**config.mk**
```make
export PLATFORM = sky130hd
export DESIGN_NAME = gregorian_date_add_days
export DESIGN_NICKNAME = d
export VERILOG_FILES = /design/src/hdl/gdad_pkg.sv /design/src/hdl/gdad_dpath.sv /design/src/hdl/gdad_ctrl.sv /design/src/hdl/gregorian_date_add_days.sv
export SDC_FILE = /design/constraint.sdc
export NUM_CORES = 1
export LEC_CHECK = 0
export BUFFER_PORTS_ARGS = -buffer_cell sky130_fd_sc_hd__buf_2
export CORE_MARGIN = 2
export CORE_UTILIZATION = 59
export CTS_CLUSTER_SIZE = 20
export DETAILED_ROUTE_END_ITERATION = 7
export PLACE_DENSITY_LB_ADDON = 0.05
export REMOVE_ABC_BUFFERS = 1
export SLEW_MARGIN = 40
export SYNTH_ARGS = -nofsm -noshare
export SYNTH_HDL_FRONTEND = slang
export SYNTH_SLANG_ARGS = --single-unit
```
**constraint.sdc**
```tcl
create_clock -name clock -period 7 [get_ports clock]
set_input_delay 0.7 -clock clock [delete_from_list [all_inputs] [get_ports clock]]
set_output_delay 0.7 -clock clock [all_outputs]
set_load 0.1 [all_outputs]
```
**src/hdl/gdad_pkg.sv**
```systemverilog
`default_nettype none
// ---------------------------------------------------------------------------
// gdad_pkg
// Types, constants and helpers shared by the date adder's controller and
// datapath.
// ---------------------------------------------------------------------------
package gdad_pkg;

   localparam int DAY_W   = 5;
   localparam int MONTH_W = 4;
   localparam int YEAR_W  = 14;
   localparam int OFS_W   = 16;
   // running day count: 16383 years of days plus a full offset fits in 23 bits
   localparam int N_W     = 23;
   // walking year counter, wide enough for any MAX_YEAR up to 65535
   localparam int Y_W     = 16;
   localparam int YLEN_W  = 9;
   localparam int C100_W  = 7;
   localparam int C400_W  = 9;

   localparam logic [MONTH_W-1:0] JANUARY  = 4'd1;
   localparam logic [MONTH_W-1:0] FEBRUARY = 4'd2;
   localparam logic [MONTH_W-1:0] DECEMBER = 4'd12;

   localparam logic [YLEN_W-1:0] COMMON_YEAR_DAYS = 9'd365;
   localparam logic [YLEN_W-1:0] LEAP_YEAR_DAYS   = 9'd366;
   localparam logic [DAY_W-1:0]  LEAP_FEB_DAYS    = 5'd29;
   localparam logic [C100_W-1:0] CENTURY_LAST     = 7'd99;
   localparam logic [C400_W-1:0] QUAD_CENT_LAST   = 9'd399;

   localparam logic [DAY_W-1:0] MONTH_LEN [12] = '{
      5'd31, 5'd28, 5'd31, 5'd30, 5'd31, 5'd30,
      5'd31, 5'd31, 5'd30, 5'd31, 5'd30, 5'd31
   };

   typedef enum logic [2:0] {
      OP_NONE,
      OP_LOAD,
      OP_ACC_YEAR,
      OP_ACC_MONTH,
      OP_ADD_OFS,
      OP_DEC_YEAR,
      OP_DEC_MONTH,
      OP_SET_OVF
   } op_type;

   typedef enum logic [2:0] {
      ST_IDLE,
      ST_ACC_YEAR,
      ST_ACC_MONTH,
      ST_DEC_YEAR,
      ST_DEC_MONTH,
      ST_FINISH
   } state_type;

   typedef struct packed {
      op_type op;
      logic   out_load;
   } cmd_type;

   typedef struct packed {
      logic year_lt;      // walk year still below the start year
      logic month_lt;     // walk month still below the start month
      logic n_gt_ylen;    // day count spills past the current year
      logic y_at_max;     // one more year would pass MAX_YEAR
      logic month_more;   // day count spills past the current month, before December
   } status_type;

   function automatic logic leap_of(input logic [1:0] c4,
                                    input logic [C100_W-1:0] c100,
                                    input logic [C400_W-1:0] c400);
      return ((c4 == 2'd0) && (c100 != '0)) || (c400 == '0);
   endfunction

   function automatic logic [DAY_W-1:0] month_days(input logic [MONTH_W-1:0] m,
                                                   input logic leap);
      logic [MONTH_W-1:0] idx;
      idx = m - JANUARY;
      if ((m == FEBRUARY) && leap)
         return LEAP_FEB_DAYS;
      return MONTH_LEN[idx];
   endfunction

endpackage
`default_nettype wire

```
**src/hdl/gdad_dpath.sv**
```systemverilog
`default_nettype none
// ---------------------------------------------------------------------------
// gdad_dpath
// Day-count datapath: one shared add/subtract unit that walks years and
// months, with mod 4/100/400 counters for the leap rule and the result
// register.
// ---------------------------------------------------------------------------
module gdad_dpath #(
   parameter int MAX_YEAR = 9999
) (
   input  wire                         clock,
   input  wire                         reset,
   input  wire gdad_pkg::cmd_type      cmd,
   output gdad_pkg::status_type        status,
   input  wire [gdad_pkg::DAY_W-1:0]   req_start_day,
   input  wire [gdad_pkg::MONTH_W-1:0] req_start_month,
   input  wire [gdad_pkg::YEAR_W-1:0]  req_start_year,
   input  wire [gdad_pkg::OFS_W-1:0]   req_day_offset,
   output logic [gdad_pkg::DAY_W-1:0]   rsp_result_day,
   output logic [gdad_pkg::MONTH_W-1:0] rsp_result_month,
   output logic [gdad_pkg::YEAR_W-1:0]  rsp_result_year,
   output logic                         rsp_year_overflow
);
   import gdad_pkg::*;

   localparam logic [Y_W-1:0] MAX_Y = Y_W'(MAX_YEAR);

   // request payload
   logic [DAY_W-1:0]   day_ff, day_in;
   logic [MONTH_W-1:0] month_ff, month_in;
   logic [YEAR_W-1:0]  year_ff, year_in;
   logic [OFS_W-1:0]   offset_ff, offset_in;

   // walk state
   logic [N_W-1:0]     n_ff, n_in;
   logic [Y_W-1:0]     y_ff, y_in;
   logic [MONTH_W-1:0] m_ff, m_in;
   logic [1:0]         c4_ff, c4_in;
   logic [C100_W-1:0]  c100_ff, c100_in;
   logic [C400_W-1:0]  c400_ff, c400_in;
   logic               ovf_ff, ovf_in;

   // result register
   logic [DAY_W-1:0]   res_day_ff, res_day_in;
   logic [MONTH_W-1:0] res_month_ff, res_month_in;
   logic [YEAR_W-1:0]  res_year_ff, res_year_in;
   logic               res_ovf_ff, res_ovf_in;

   logic               leap;
   logic               year_zero;
   logic [YLEN_W-1:0]  ylen;
   logic [DAY_W-1:0]   dim_acc;
   logic [DAY_W-1:0]   dim_dec;
   logic [N_W-1:0]     ylen_ext;

   assign leap      = leap_of(c4_ff, c100_ff, c400_ff);
   // year zero counts as leap when its months are summed
   assign year_zero = (year_ff == '0);
   assign ylen      = leap ? LEAP_YEAR_DAYS : COMMON_YEAR_DAYS;
   assign ylen_ext  = N_W'(ylen);
   assign dim_acc   = month_days(m_ff, leap || year_zero);
   assign dim_dec   = month_days(m_ff, leap);

   always_comb begin
      status.year_lt    = (y_ff < Y_W'(year_ff));
      status.month_lt   = (m_ff < month_ff);
      status.n_gt_ylen  = (n_ff > ylen_ext);
      status.y_at_max   = (y_ff >= MAX_Y);
      status.month_more = (m_ff != DECEMBER) && (n_ff > N_W'(dim_dec));
   end

   always_comb begin
      day_in    = day_ff;
      month_in  = month_ff;
      year_in   = year_ff;
      offset_in = offset_ff;
      n_in      = n_ff;
      y_in      = y_ff;
      m_in      = m_ff;
      c4_in     = c4_ff;
      c100_in   = c100_ff;
      c400_in   = c400_ff;
      ovf_in    = ovf_ff;
      unique case (cmd.op)
         OP_LOAD: begin
            day_in    = req_start_day;
            year_in   = req_start_year;
            offset_in = req_day_offset;
            if (req_start_month < JANUARY)
               month_in = JANUARY;
            else if (req_start_month > DECEMBER)
               month_in = DECEMBER;
            else
               month_in = req_start_month;
            n_in    = '0;
            y_in    = Y_W'(1);
            m_in    = JANUARY;
            c4_in   = 2'd1;
            c100_in = C100_W'(1);
            c400_in = C400_W'(1);
            ovf_in  = 1'b0;
         end
         OP_ACC_YEAR, OP_DEC_YEAR: begin
            n_in    = (cmd.op == OP_ACC_YEAR) ? n_ff + ylen_ext : n_ff - ylen_ext;
            y_in    = y_ff + Y_W'(1);
            c4_in   = c4_ff + 2'd1;
            c100_in = (c100_ff == CENTURY_LAST) ? '0 : c100_ff + C100_W'(1);
            c400_in = (c400_ff == QUAD_CENT_LAST) ? '0 : c400_ff + C400_W'(1);
         end
         OP_ACC_MONTH: begin
            n_in = n_ff + N_W'(dim_acc);
            m_in = m_ff + 4'd1;
         end
         OP_ADD_OFS: begin
            n_in    = n_ff + N_W'(day_ff) + N_W'(offset_ff);
            y_in    = Y_W'(1);
            m_in    = JANUARY;
            c4_in   = 2'd1;
            c100_in = C100_W'(1);
            c400_in = C400_W'(1);
         end
         OP_DEC_MONTH: begin
            n_in = n_ff - N_W'(dim_dec);
            m_in = m_ff + 4'd1;
         end
         OP_SET_OVF: begin
            ovf_in = 1'b1;
         end
         OP_NONE: begin
         end
         default: begin
         end
      endcase
   end

   always_comb begin
      res_day_in   = res_day_ff;
      res_month_in = res_month_ff;
      res_year_in  = res_year_ff;
      res_ovf_in   = res_ovf_ff;
      if (cmd.out_load) begin
         res_ovf_in   = ovf_ff;
         res_day_in   = ovf_ff ? '0 : n_ff[DAY_W-1:0];
         res_month_in = ovf_ff ? '0 : m_ff;
         res_year_in  = ovf_ff ? '0 : y_ff[YEAR_W-1:0];
      end
   end

   always_ff @(posedge clock) begin
      if (reset) begin
         y_ff    <= Y_W'(1);
         m_ff    <= JANUARY;
         c4_ff   <= 2'd1;
         c100_ff <= C100_W'(1);
         c400_ff <= C400_W'(1);
      end else begin
         y_ff    <= y_in;
         m_ff    <= m_in;
         c4_ff   <= c4_in;
         c100_ff <= c100_in;
         c400_ff <= c400_in;
      end
   end

   always_ff @(posedge clock) begin
      day_ff       <= day_in;
      month_ff     <= month_in;
      year_ff      <= year_in;
      offset_ff    <= offset_in;
      n_ff         <= n_in;
      ovf_ff       <= ovf_in;
      res_day_ff   <= res_day_in;
      res_month_ff <= res_month_in;
      res_year_ff  <= res_year_in;
      res_ovf_ff   <= res_ovf_in;
   end

   assign rsp_result_day    = res_day_ff;
   assign rsp_result_month  = res_month_ff;
   assign rsp_result_year   = res_year_ff;
   assign rsp_year_overflow = res_ovf_ff;

   // mod 4 counter tracks the low bits of the walking year
   a_c4_tracks_year: assert property (@(posedge clock) disable iff (reset)
      c4_ff == y_ff[1:0])
      else $error("mod 4 counter out of step with year");

   a_month_range: assert property (@(posedge clock) disable iff (reset)
      (m_ff >= JANUARY) && (m_ff <= DECEMBER))
      else $error("walk month out of range");

   a_ovf_zero_date: assert property (@(posedge clock) disable iff (reset)
      cmd.out_load |=> !rsp_year_overflow ||
         ((rsp_result_day == '0) && (rsp_result_month == '0) && (rsp_result_year == '0)))
      else $error("overflow result carries a nonzero date");

endmodule
`default_nettype wire

```
**src/hdl/gdad_ctrl.sv**
```systemverilog
`default_nettype none
// ---------------------------------------------------------------------------
// gdad_ctrl
// Sequencer for the date adder: steps the datapath through the year and
// month walks and owns the request/response handshakes.
// ---------------------------------------------------------------------------
module gdad_ctrl (
   input  wire                       clock,
   input  wire                       reset,
   input  wire                       req_valid,
   output logic                      req_stall,
   output logic                      rsp_valid,
   input  wire                       rsp_stall,
   input  wire gdad_pkg::status_type status,
   output gdad_pkg::cmd_type         cmd
);
   import gdad_pkg::*;

   state_type state_ff, state_in;
   logic      rsp_valid_ff, rsp_valid_in;
   logic      out_free;

   assign out_free = !rsp_valid_ff || !rsp_stall;

   always_comb begin
      state_in = state_ff;
      unique case (state_ff)
         ST_IDLE:      if (req_valid) state_in = ST_ACC_YEAR;
         ST_ACC_YEAR:  if (!status.year_lt) state_in = ST_ACC_MONTH;
         ST_ACC_MONTH: if (!status.month_lt) state_in = ST_DEC_YEAR;
         ST_DEC_YEAR: begin
            if (!status.n_gt_ylen)
               state_in = ST_DEC_MONTH;
            else if (status.y_at_max)
               state_in = ST_FINISH;
         end
         ST_DEC_MONTH: if (!status.month_more) state_in = ST_FINISH;
         ST_FINISH:    if (out_free) state_in = ST_IDLE;
         default:      state_in = ST_IDLE;
      endcase
   end

   always_comb begin
      cmd.op       = OP_NONE;
      cmd.out_load = 1'b0;
      unique case (state_ff)
         ST_IDLE:      if (req_valid) cmd.op = OP_LOAD;
         ST_ACC_YEAR:  if (status.year_lt) cmd.op = OP_ACC_YEAR;
         ST_ACC_MONTH: cmd.op = status.month_lt ? OP_ACC_MONTH : OP_ADD_OFS;
         ST_DEC_YEAR: begin
            if (status.n_gt_ylen)
               cmd.op = status.y_at_max ? OP_SET_OVF : OP_DEC_YEAR;
         end
         ST_DEC_MONTH: if (status.month_more) cmd.op = OP_DEC_MONTH;
         ST_FINISH:    cmd.out_load = out_free;
         default:      cmd.op = OP_NONE;
      endcase
   end

   always_comb begin
      if (cmd.out_load)
         rsp_valid_in = 1'b1;
      else
         rsp_valid_in = rsp_valid_ff && rsp_stall;
   end

   always_ff @(posedge clock) begin
      if (reset) begin
         state_ff     <= ST_IDLE;
         rsp_valid_ff <= 1'b0;
      end else begin
         state_ff     <= state_in;
         rsp_valid_ff <= rsp_valid_in;
      end
   end

   assign req_stall = (state_ff != ST_IDLE);
   assign rsp_valid = rsp_valid_ff;

   a_load_into_free_slot: assert property (@(posedge clock) disable iff (reset)
      cmd.out_load |-> (!rsp_valid_ff || !rsp_stall))
      else $error("result register overwritten while stalled");

   a_accept_starts_walk: assert property (@(posedge clock) disable iff (reset)
      (req_valid && !req_stall) |=> (state_ff == ST_ACC_YEAR))
      else $error("accepted request did not start the year walk");

   a_finish_sets_valid: assert property (@(posedge clock) disable iff (reset)
      cmd.out_load |=> rsp_valid)
      else $error("finished request not presented");

endmodule
`default_nettype wire

```
**src/hdl/gregorian_date_add_days.sv**
```systemverilog
`default_nettype none
// ---------------------------------------------------------------------------
// gregorian_date_add_days
// Adds a day offset to a proleptic Gregorian date through a day count.
// ---------------------------------------------------------------------------
// One request at a time. From the edge that takes a request, the walk adds up
// the years before the start year and the months before the start month, adds
// the start day and the offset, then subtracts year and month lengths until
// only the day is left. The result is presented once a stalled previous
// result has left the output register. A start year of 0 adds no earlier
// years and sums its months as a leap year, and the start month counts after
// clamping to 1..12. The date is converted to a day count and back by a
// single add/subtract unit that walks one year or one month per cycle. In
// the cycle after the result is loaded the block is idle again and takes a
// new request even while that result is stalled. A result year above MAX_YEAR
// gives rsp_year_overflow with zero date fields, and the walk stops there.
module gregorian_date_add_days #(
   parameter int MAX_YEAR = 9999
) (
   input  wire                         clock,
   input  wire                         reset,
   input  wire                         req_valid,
   output logic                        req_stall,
   input  wire [gdad_pkg::DAY_W-1:0]   req_start_day,
   input  wire [gdad_pkg::MONTH_W-1:0] req_start_month,
   input  wire [gdad_pkg::YEAR_W-1:0]  req_start_year,
   input  wire [gdad_pkg::OFS_W-1:0]   req_day_offset,
   output logic                        rsp_valid,
   input  wire                         rsp_stall,
   output logic [gdad_pkg::DAY_W-1:0]   rsp_result_day,
   output logic [gdad_pkg::MONTH_W-1:0] rsp_result_month,
   output logic [gdad_pkg::YEAR_W-1:0]  rsp_result_year,
   output logic                         rsp_year_overflow
);
   import gdad_pkg::*;

   cmd_type    cmd;
   status_type status;

   gdad_ctrl u_ctrl (
      .clock     (clock),
      .reset     (reset),
      .req_valid (req_valid),
      .req_stall (req_stall),
      .rsp_valid (rsp_valid),
      .rsp_stall (rsp_stall),
      .status    (status),
      .cmd       (cmd)
   );

   gdad_dpath #(
      .MAX_YEAR (MAX_YEAR)
   ) u_dpath (
      .clock             (clock),
      .reset             (reset),
      .cmd               (cmd),
      .status            (status),
      .req_start_day     (req_start_day),
      .req_start_month   (req_start_month),
      .req_start_year    (req_start_year),
      .req_day_offset    (req_day_offset),
      .rsp_result_day    (rsp_result_day),
      .rsp_result_month  (rsp_result_month),
      .rsp_result_year   (rsp_result_year),
      .rsp_year_overflow (rsp_year_overflow)
   );

endmodule
`default_nettype wire

```
# Word-level counts from Yosys, hierarchy flattened
# Memories as Yosys holds them, arrays and structs flattened.
# Cells that the tools add are included.
# W data, S select, Z words.
[word_totals] mem_count=1 register_bits=129 wordCells=124 inputBits=43 romBits=80 out_inout_bits=26
[memory_table] name="(no name shown)" words=16 width=5 read_ports=1 rd_ports_with_merged_regs=0 wr=0 line="gdad_pkg.sv:81" rtl="return MONTH_LEN[idx];"
[classes] order_cmp=8 eq_ne=22 mux=37 n_reduce_logical=25 addsub=12 bitwise_logic=1
[ops] operator="$pmux W23 S5" n=1
[ops] operator="$add A23 B5 Y23" n=2
[ops] operator="$pmux W16 S2" n=1
[ops] operator="$mux W3" n=10
[ops] operator="$mux W5" n=6
[ops] operator="$add A23 B16 Y23" n=1
[ops] operator="$add A23 B9 Y23" n=1
[ops] operator="$gt A23 B5 Y1" n=1
[ops] operator="$gt A23 B9 Y1" n=1
[ops] operator="$mux W23" n=1
[ops] operator="$sub A23 B5 Y23" n=1
[ops] operator="$sub A23 B9 Y23" n=1
[ops] operator="$eq A3 B3 Y1 const B" n=6
[ops] operator="$pmux W3 S6" n=1
[ops] operator="$pmux W9 S2" n=1
[ops] operator="$add A16 B1 Y16 const B" n=1
[ops] operator="$ge A16 B14 Y1 const B" n=1
[ops] operator="$lt A16 B14 Y1" n=1
[ops] operator="$pmux W3 S5" n=1
[ops] operator="$logic_not A14 Y1" n=1
[ops] operator="$pmux W7 S2" n=1
[ops] operator="$eq A3 B2 Y1 const B" n=4
[ops] operator="$add A9 B1 Y9 const B" n=1
[ops] operator="$eq A9 B9 Y1 const B" n=1
[ops] operator="36 further kinds" n=58

# Longest topological paths before layout
# Gate-level depths: netlist of the first run.
[depth] word_depth=13 mapped_depth=20 mapped_depth_nobuf=19

# Hierarchy
# A second synthesis of the first run with hierarchy kept.
[unflattened] hier_cells=1007 hier_area_um2=9147.5
[by_module_without_submodules] module="gdad_dpath" n_inst=1 seq_area_each_um2=3373.2 area_per_inst_um2=8782.2 cells_each=965
[by_module_without_submodules] module="gdad_ctrl" n_inst=1 seq_area_each_um2=80.1 area_per_inst_um2=365.4 cells_each=42

# Worst setup path before layout of the first run
# OpenSTA, ideal clock, no wires.
[synth_path] path_kind="register to register" start="reg u_dpath.c400_ff[4]" end="reg u_dpath.n_ff[22] (data pin)" arrival_time_ns=3.936 path_slack_ns=2.795 required_time_ns=6.731 setup_ns=0.269 path_stages_with_launch=19 path_buffers=1 period_less_slack_ns=4.205 cell_sequence="dfxtp_1 clkbuf_1 nor3_1 and4b_1 a21oi_1 inv_1 and3_1 a211o_1 or2_2 ha_1 fa_1 or4_1 nand4_1 or2_2 nor3_1 nor2_1 mux2i_1 a221oi_1 o21ai_0"
[synth_between] elab_chain_cells=12 word_cells_on_any_way=29 cone_classes="add/sub: 4; order compare: 2; eq/ne: 6; mux: 10; reduce/logical: 7"
[synth_lines] element="from (decl)" line="gdad_dpath.sv:40" rtl="logic [C400_W-1:0] c400_ff, c400_in;"
[synth_lines] element="from (signal assigned)" line="gdad_dpath.sv:161" rtl="c400_ff <= c400_in;"
[synth_lines] element="$logic_not A9 Y1 *" line="gdad_pkg.sv:72" rtl="return ((c4 == 2'd0) && (c100 != '0)) || (c400 == '0);"
[synth_lines] element="$logic_or A1 B1 Y1 *" line="gdad_pkg.sv:72"
[synth_lines] element="$logic_and A1 B1 Y1" line="gdad_pkg.sv:79" rtl="if ((m == FEBRUARY) && leap)"
[synth_lines] element="$mux W1" line="gdad_pkg.sv:79"
[synth_lines] element="$mux W5" line="gdad_pkg.sv:81"
[synth_lines] element="$gt A23 B5 Y1" line="gdad_dpath.sv:69" rtl="status.month_more = (m_ff != DECEMBER) && (n_ff > N_W'(dim_dec));"
[synth_lines] element="$logic_and A1 B1 Y1" line="gdad_dpath.sv:69"
[synth_lines] element="$mux W3" line="gdad_ctrl.sv:54" rtl="ST_DEC_MONTH: if (status.month_more) cmd.op = OP_DEC_MONTH;"
[synth_lines] element="$pmux W3 S5" line="gdad_ctrl.sv:46" rtl="unique case (state_ff)"
[synth_lines] element="$eq A3 B2 Y1 / $eq A3 B3 Y1 (equally long branches)" line="gdad_dpath.sv:84, gdad_dpath.sv:104"
[synth_lines] element="$mux W23 / $reduce_or A2 Y1 (equally long branches)" line="gdad_dpath.sv:104, gdad_dpath.sv:84"
[synth_lines] element="$pmux W23 S5 *" line="gdad_dpath.sv:84" rtl="unique case (cmd.op)"
[synth_lines] element="named net u_dpath.n_in[22]" line="gdad_dpath.sv:35" rtl="logic [N_W-1:0] n_ff, n_in;"
[synth_lines] element="to (signal assigned)" line="gdad_dpath.sv:170" rtl="n_ff <= n_in;"
[synth_lines] element="to (decl)" line="gdad_dpath.sv:35"
# Mark *: on every way through the listed nets, which the timed path passes. The rest lies on a longest branch.
# A chain may end at the register's enable or synchronous reset.

# Final worst setup path of the first run
[layout_path] start="reg u_dpath.c400_ff[0]" end="reg u_dpath.n_ff[22] (data pin)"
# The elaborated chain is that of the path after synthesis.

==> insert_results.sql, run 1 <==
INSERT INTO impl_metrics (metric_group, metric, value, unit) VALUES
('global_routing', 'grt_antenna_before_repair', '0', ''),
('placement', 'input_output_buffers', '68', ''),
('worst_setup_path', 'critPathBufInv', '2', ''),
('finish', 'final_common_cell', 'sky130_fd_sc_hd__nor2_1', ''),
('drt', 'drtIter0Drc', '665', ''),
('timing', 'setup_repair_after_global_routing_missed_its_margin', 'no', ''),
('pwr', 'combPwrFrac', '50.4', '%'),
('drt', 'drtAntennaViolNets', '0', ''),
('drt', 'wl_per_cell', '18.15', 'microns'),
('drt', 'finalWirelength', '22770', 'microns'),
('worst_setup_path', 'cp-end-kind', 'flop', ''),
('placement', 'replace_congestion', '0.9293', ''),
('pwr', 'power.density_cell_area', '463.2', 'nW/um^2'),
('cts', 'ctsLongestPathBuffers', '2', ''),
('worst_hold_path', 'hold_path_class', 'in -> reg', ''),
('timing', 'post-route-min-period', '5.075', 'ns'),
('synth', 'syn_inst', '1012', ''),
('synth', 'cell_type_contributing_the_most_total_cell_area_after_synthesis', 'sky130_fd_sc_hd__edfxtp_1', ''),
('finish', 'postLayoutCoreUtil', '66.82', '%'),
('synth', 'synth.avg_cell_area', '8.945', 'sq um'),
('timing', 'timing.clock.skew', '0.007068', 'ns'),
('worst_setup_path', 'critical_path_cell_count', '18', ''),
('cts', 'clockRootBuffer', 'sky130_fd_sc_hd__clkbuf_16', ''),
('floorplan', 'die_width', '127.9', 'microns'),
('worst_setup_path', 'worst_setup_path_start_kind', 'flop', ''),
('cts', 'cts_made_buffers', '17', ''),
('timing', 'transition_at_the_pin_with_the_smallest_max_transition_slack', '0.8513', 'ns'),
('timing', 'timing.fmax', '0.1970', 'GHz'),
('timing', 'finalCritPeriodShare', '72.50', '%'),
('drt', 'routed-via-count', '7906', ''),
('status', 'outcome', 'finished, final reports clean', ''),
('cts', 'clkSinkCount', '129', ''),
('worst_hold_path', 'hold_path.startpoint', 'req_day_offset[9]', ''),
('worst_setup_path', 'worst_r2r_path_depth', '18', ''),
('synth', 'netlist-cell-type-count', '72', ''),
('worst_setup_path', 'critPathMaxStageDelay', '0.66', 'ns'),
('worst_setup_path', 'r2r_endpoint', 'u_dpath.n_ff[22]', ''),
('cts', 'cts_clock_pin_slew_for_the_worst_setup_and_hold_paths', '0.06', 'ns'),
('synth', 'synth.top_cells.by_area', 'sky130_fd_sc_hd__edfxtp_1 (29%), sky130_fd_sc_hd__dfxtp_1 (9.3%), sky130_fd_sc_hd__ha_1 (8.4%), sky130_fd_sc_hd__nor2_1 (4.7%), sky130_fd_sc_hd__o21ai_0 (3.6%)', ''),
('drt', 'drt-pass1-iter-count', '5', ''),
('finish', 'num-fill-cells', '1258', ''),
('timing', 'finalSetupViolCount', '0', ''),
('floorplan', 'initial_core_util', '59.99', '%'),
('synth', 'yosys_most_used_dff', 'sky130_fd_sc_hd__edfxtp_1', ''),
('worst_setup_path', 'data_arrival_at_the_endpoint_of_the_critical_path', '5.23', 'ns'),
('pwr', 'total_power', '4670', 'uW'),
('worst_setup_path', 'critical_path_peak_fanout', '5', ''),
('worst_setup_path', 'dominant_delay_contributor_by_cell_family_on_the_critical_path', 'simple AND/OR/NAND/NOR gates', ''),
('placement', 'place_hpwl', '16130', 'microns'),
('worst_setup_path', 'timing.critical_path.cells', 'inv_1 > ha_1 > and4b_1 > a21oi_1 > inv_1 > and3_1 > a211o_1 > or2_2 > ha_1 > fa_1 > or4_1 > nand4_1 > or2_2 > nor3_1 > nor2_1 > mux2i_1 > a221oi_1 > o21ai_0', ''),
('global_routing', 'grt_max_degree', '29', ''),
('floorplan', 'fp.dieArea', '16350', 'sq um'),
('timing', 'hold_vio_cnt_final', '0', ''),
('finish', 'synthToLayoutAreaGrowth', '11.38', '%'),
('timing', 'holdWs', '0.4382', 'ns'),
('synth', 'synth-warning-count', '0', ''),
('worst_setup_path', 'rr_startpoint', 'u_dpath.c400_ff[0]', ''),
('cts', 'clock_latency', '0.43', 'ns'),
('cts', 'cts_max_level', '4', ''),
('finish', 'nets', '1167', ''),
('worst_hold_path', 'hold_end', 'u_dpath.offset_ff[9]', ''),
('synth', 'mappedNetlistArea', '9052', 'sq um'),
('pwr', 'p_leak', '0.003865', 'uW'),
('timing', 'max_slew_margin', '43.24', '%'),
('drt', 'via_per_inst', '6.305', ''),
('cts', 'number_of_buffers_inserted_for_hold_repair_after_clock_tree_synthesis', '0', ''),
('global_routing', 'globalRoute.totalOverflow', '0', ''),
('worst_setup_path', 'critical_path.slowest_cell', 'sky130_fd_sc_hd__a21oi_1', ''),
('cts', 'cts_tree', 'built', ''),
('finish', 'layout_cell_share_with_drive_strength_beyond_1', '12.57', '%'),
('cts', 'post_cts.resized_instances', '0', '');
[cells in the mapped netlist, types with 22 or more instances]
master and n:
sky130_fd_sc_hd__o21ai_0 65, sky130_fd_sc_hd__a21oi_1 58, sky130_fd_sc_hd__nor2b_1 26, sky130_fd_sc_hd__nor2_1 114, sky130_fd_sc_hd__dfxtp_1 42, sky130_fd_sc_hd__clkbuf_1 43, sky130_fd_sc_hd__ha_1 61, sky130_fd_sc_hd__nand3_1 36
sky130_fd_sc_hd__xnor2_1 22, sky130_fd_sc_hd__nor3_1 23, sky130_fd_sc_hd__edfxtp_1 87, sky130_fd_sc_hd__xor2_1 24, sky130_fd_sc_hd__nand2_1 86, sky130_fd_sc_hd__inv_1 41
[how the worst max path moves through the flow]
stage	end	from	slack, ns
floorplan	u_dpath.n_ff[22]	u_dpath.c400_ff[0]	2.81
global placement	u_dpath.n_ff[16]	u_dpath.c400_ff[0]	2.01
detailed placement	u_dpath.n_ff[22]	u_dpath.c400_ff[0]	2.02
CTS	u_dpath.n_ff[22]	u_dpath.c400_ff[0]	2.01
global route	u_dpath.n_ff[22]	u_dpath.c400_ff[0]	1.73
finish	u_dpath.n_ff[22]	u_dpath.c400_ff[0]	1.93
[flip-flops by register name, summed over array words and instances, names as in the netlist, 5 cells and up]
register / cells
u_dpath.c100_ff: 7
u_dpath.c400_ff: 9
u_dpath.day_ff: 5
u_dpath.n_ff: 23
u_dpath.offset_ff: 16
u_dpath.rsp_result_day: 5
u_dpath.rsp_result_year: 14
u_dpath.y_ff: 16
u_dpath.year_ff: 14
[worst register-to-register path, cell delays in order, from the launching register on]
cell                       delay [ns]
sky130_fd_sc_hd__dfxtp_1         0.41
sky130_fd_sc_hd__inv_1           0.07
sky130_fd_sc_hd__ha_1            0.19
sky130_fd_sc_hd__and4b_1         0.19
sky130_fd_sc_hd__a21oi_1         0.66
sky130_fd_sc_hd__inv_1           0.21
sky130_fd_sc_hd__and3_1          0.24
sky130_fd_sc_hd__a211o_1         0.24
sky130_fd_sc_hd__or2_2           0.30
sky130_fd_sc_hd__ha_1            0.21
sky130_fd_sc_hd__fa_1            0.45
sky130_fd_sc_hd__or4_1           0.51
sky130_fd_sc_hd__nand4_1         0.24
sky130_fd_sc_hd__or2_2           0.19
sky130_fd_sc_hd__nor3_1          0.05
sky130_fd_sc_hd__nor2_1          0.12
sky130_fd_sc_hd__mux2i_1         0.08
sky130_fd_sc_hd__a221oi_1        0.31
sky130_fd_sc_hd__o21ai_0         0.12
[metrics by stage]
stage                     setup slack [ns]  cell area (sq um)  cells
after global routing                 1.730              10080   1254
after CTS                            2.009              10080   1254
after global placement               2.014               9459   1221
after floorplan                      2.812               8800    955
final                                1.925              10080   1254
after detailed placement             2.020               9479   1222
[power by group through the flow]
stage / Sequential, uW / Combinational, uW / Clock, uW
final: 1400 / 2350 / 915
after CTS: 1390 / 2320 / 921
after floorplan: 1330 / 1720 / 0
after global placement: 1410 / 2260 / 0
after global routing: 1440 / 2610 / 955
after detailed placement: 1400 / 2310 / 0
[cell families after synthesis]
kind of cell	Yosys count	synth area share (%)
AO/OA/AOI/OAI	268	19.41
multiplexers	10	1.410
XOR/XNOR	46	4.451
AND/OR/NAND/NOR	390	21.45
buffers and inverters	98	4.492
adder cells (fa/ha/maj)	71	10.64
flip-flops	129	38.15
[routing by layer]
metal  wire length (microns)  up-vias  GRT usage (%)  share of wire, %
met5                       0        -              0                 0
met4                     410        0          10.86               1.8
met3                    1377       37          5.259               6.0
met2                   10720      297          46.08                47
met1                   10260     3730          39.21                45
li1                        -     3842              -                 -
[cell type report]
class / count / area, sq um / area share (%)
sequential: 129 / 3453 / 34.25
timing repair buffer: 79 / 430.4 / 4.269
clock inverter: 13 / 160.2 / 1.588
clock buffer: 19 / 442.9 / 4.393
inverter: 41 / 153.9 / 1.526
tap: 188 / 235.2 / 2.333
multi-input combinational: 785 / 5206 / 51.64
Note: power is estimated with default switching activity, not from simulation.
==> inputs of run 2 (changes only) <==
--- a/config.mk
+++ b/config.mk
@@ -7,7 +7,7 @@
 export LEC_CHECK = 0
 export BUFFER_PORTS_ARGS = -buffer_cell sky130_fd_sc_hd__buf_2
 export CORE_MARGIN = 2
-export CORE_UTILIZATION = 59
+export CORE_UTILIZATION = 56
 export CTS_CLUSTER_SIZE = 20
 export DETAILED_ROUTE_END_ITERATION = 7
 export PLACE_DENSITY_LB_ADDON = 0.05
==> constraint.sdc (replaced) <==
create_clock -name clock -period 4.6 [get_ports clock]
set_input_delay 0.46 -clock clock [delete_from_list [all_inputs] [get_ports clock]]
set_output_delay 0.46 -clock clock [all_outputs]
set_load 0.1 [all_outputs]
==> run 2 against run 1 <==
First-iteration DRC count up 19%. Clock-buffer cell count unchanged. Wire length up 6.3%. Clock power up 49%. Flip-flop and latch count unchanged. Final cell count up 4.8%. Critical endpoint unchanged. Highest routed layer unchanged.
==> insert_results.sql, run 2 (same netlist as run 1, synthesis figures left out) <==
INSERT INTO impl_metrics (metric_group, metric, value, unit) VALUES
('status', 'outcome', 'finished, final reports clean', ''),
('worst_setup_path', 'critPathRequiredTime', '4.76', 'ns'),
('timing', 'drv_slew', '0', ''),
('placement', 'replace_congestion', '0.9445', ''),
('finish', 'largest_register_ffs', '23', ''),
('finish', 'layout.cell_area.non_filler', '10390', 'sq um'),
('drt', 'drtAntennaViolNets', '0', ''),
('cts', 'cts_made_buffers', '17', ''),
('worst_hold_path', 'hold_path_class', 'in -> reg', ''),
('pwr', 'max-vdd-ir-drop', '0.0004454', 'V'),
('timing', 'transition_at_the_pin_with_the_smallest_max_transition_slack', '0.7661', 'ns'),
('timing', 'post-route-min-period', '4.320', 'ns'),
('pwr', 'power.density_cell_area', '706.6', 'nW/um^2'),
('timing', 'finalSetupViolCount', '0', ''),
('finish', 'post_layout_nonfiller_instances', '1314', ''),
('drt', 'via_per_inst', '6.206', ''),
('floorplan', 'design.core.area', '15830', 'sq um'),
('pwr', 'p_leak', '0.004019', 'uW'),
('flow_run', 'drv_cap', '0', ''),
('drt', 'drc', '0', ''),
('cts', 'clock_latency', '0.43', 'ns'),
('global_routing', 'grt_first_pass_wirelength', '40270', 'microns'),
('floorplan', 'row_count', '46', ''),
('placement', 'postPlaceCellArea', '9767', 'sq um'),
('finish', 'largest-register', 'u_dpath.n_ff', ''),
('worst_setup_path', 'worst_setup_path_start_kind', 'flop', ''),
('timing', 'timing.fmax', '0.2315', 'GHz'),
('global_routing', 'grt_max_degree', '24', ''),
('worst_setup_path', 'critPathMaxStageDelay', '0.46', 'ns'),
('placement', 'place_hpwl', '17500', 'microns'),
('placement', 'dpl.cell_count', '1281', ''),
('floorplan', 'die_width', '131.1', 'microns'),
('worst_setup_path', 'timing.critical_path.cells', 'inv_1 > ha_1 > nor2_1 > o21ai_0 > o21ai_0 > a21oi_1 > nor2_1 > a211o_1 > or2_2 > ha_1 > fa_1 > or4_4 > nand4_1 > or2_2 > nor3_1 > nor2_1 > mux2i_1 > a221oi_1 > o21ai_0', ''),
('worst_setup_path', 'path_class', 'reg -> reg', ''),
('global_routing', 'grt_pass1_vias', '7893', ''),
('cts', 'clockRootBuffer', 'sky130_fd_sc_hd__clkbuf_16', ''),
('finish', 'final_common_cell', 'sky130_fd_sc_hd__nor2_1', ''),
('global_routing', 'globalRoute.totalOverflow', '0', ''),
('global_routing', 'grt_antenna_before_repair', '0', ''),
('finish', 'synthToLayoutAreaGrowth', '14.76', '%'),
('drt', 'wl_per_cell', '18.41', 'microns'),
('finish', 'reg.largest.list', 'u_dpath.n_ff: 23 flops, u_dpath.offset_ff: 16 flops, u_dpath.y_ff: 16 flops', ''),
('worst_setup_path', 'cp-end-kind', 'flop', ''),
('worst_setup_path', 'critical_path.slowest_cell', 'sky130_fd_sc_hd__or4_4', ''),
('drt', 'drt-pass1-iter-count', '5', ''),
('finish', 'layout_cell_share_with_drive_strength_beyond_1', '15.30', '%'),
('global_routing', 'grtUsageTotal', '28.96', '%'),
('drt', 'finalWirelength', '24200', 'microns'),
('timing', 'finalCritPeriodShare', '93.90', '%'),
('worst_setup_path', 'critical_path_peak_fanout', '4', ''),
('finish', 'most_frequent_cells_in_the_layout', 'sky130_fd_sc_hd__nor2_1 (114), sky130_fd_sc_hd__edfxtp_1 (87), sky130_fd_sc_hd__nand2_1 (86)', ''),
('placement', 'input_output_buffers', '68', ''),
('floorplan', 'die_h', '131.1', 'microns'),
('worst_setup_path', 'timing.critical_path.from', 'u_dpath.m_ff[0]', ''),
('cts', 'cts_clock_pin_slew_for_the_worst_setup_and_hold_paths', '0.07', 'ns'),
('timing', 'hold_vio_cnt_final', '0', ''),
('cts', 'clkSinkCount', '129', ''),
('cts', 'ctsLongestPathBuffers', '2', ''),
('worst_hold_path', 'hold_path.startpoint', 'req_day_offset[1]', ''),
('finish', 'nets', '1199', ''),
('cts', 'cts_max_level', '4', ''),
('drt', 'routed-via-count', '8155', ''),
('floorplan', 'fp.dieArea', '17200', 'sq um'),
('floorplan', 'initial_core_util', '57.19', '%'),
('worst_setup_path', 'data_arrival_at_the_endpoint_of_the_critical_path', '4.48', 'ns'),
('timing', 'timing.clock.skew', '0.01180', 'ns'),
('floorplan', 'io_pins', '69', ''),
('worst_setup_path', 'rr_startpoint', 'u_dpath.m_ff[0]', ''),
('drt', 'drtIter0Drc', '791', ''),
('timing', 'max_slew_margin', '48.80', '%'),
('cts', 'cts_tree', 'built', ''),
('finish', 'number_of_inserted_diodes', '0', '');
## run 2: changes by cell type in the layout (fill, tap and decap cells not counted), sizes merged
cell,previous run,this run
inv,43,46
buf,79,111
clkinvlp,2,1
clkinv,6,5
bufinv,3,2
## run 2: what timing repair did
item	in CTS	in global routing
buffers inserted	0	1
resized for setup	0	7
endpoints found under the setup margin	0	4
hold buffers	0	0
## run 2: through the flow
stage	hold WS, ns	util [%]	setup WS [ns]	TNS (ns)	power [uW]
6_report	0.1961	65.64	0.2805	0	7340
2_1_floorplan	0.4319	-	0.4124	0	4636
3_3_place_gp	0.4395	61.58	0.1924	0	5830
5_1_grt	0.1935	65.64	-0.05189	-0.05189	7881
4_1_cts	0.1892	65.40	0.05959	0	7286
3_5_place_dp	0.4439	61.71	0.08027	0	5892
## run 2: power by group
part | switching (uW) | internal [uW]
clock | 555 | 809
sequential | 351 | 1630
combinational | 2440 | 1560
total | 3350 | 3990
## run 2: final timing paths
check | depth (start not counted) | slack [ns] | end
max | 19 | 0.28 | u_dpath.n_ff[22]
min | 1 | 0.20 | u_dpath.offset_ff[1]
max reg2reg | 19 | 0.28 | u_dpath.n_ff[22]
min reg2reg | 2 | 0.45 | u_dpath.c4_ff[1]
## run 2: per-layer routing
metal	GRT usage (%)	wire (microns)	vias to the layer above
met1	39.86	10740	3823
met5	0	0	-
li1	-	-	3906
met3	4.784	1852	61
met2	45.91	10950	365
met4	11.41	658	0
## run 2: area by class of cell
class / count / area, sq um
timing repair buffer: 111 / 695.7
inverter: 41 / 153.9
fill: 1307 / 5439
tap: 216 / 270.3
sequential: 129 / 3456
clock inverter: 13 / 151.4
clock buffer: 19 / 432.9
multi-input combinational: 785 / 5229
## run 2: worst max-delay path: cells and delay by family, from the launching register on
kind            cells  cell delay [ns]
compound gates      6             1.09
simple gates        8             1.50
flops               1             0.31
buf+inv             1             0.17
mux                 1             0.09
fa+ha+maj           3             0.90
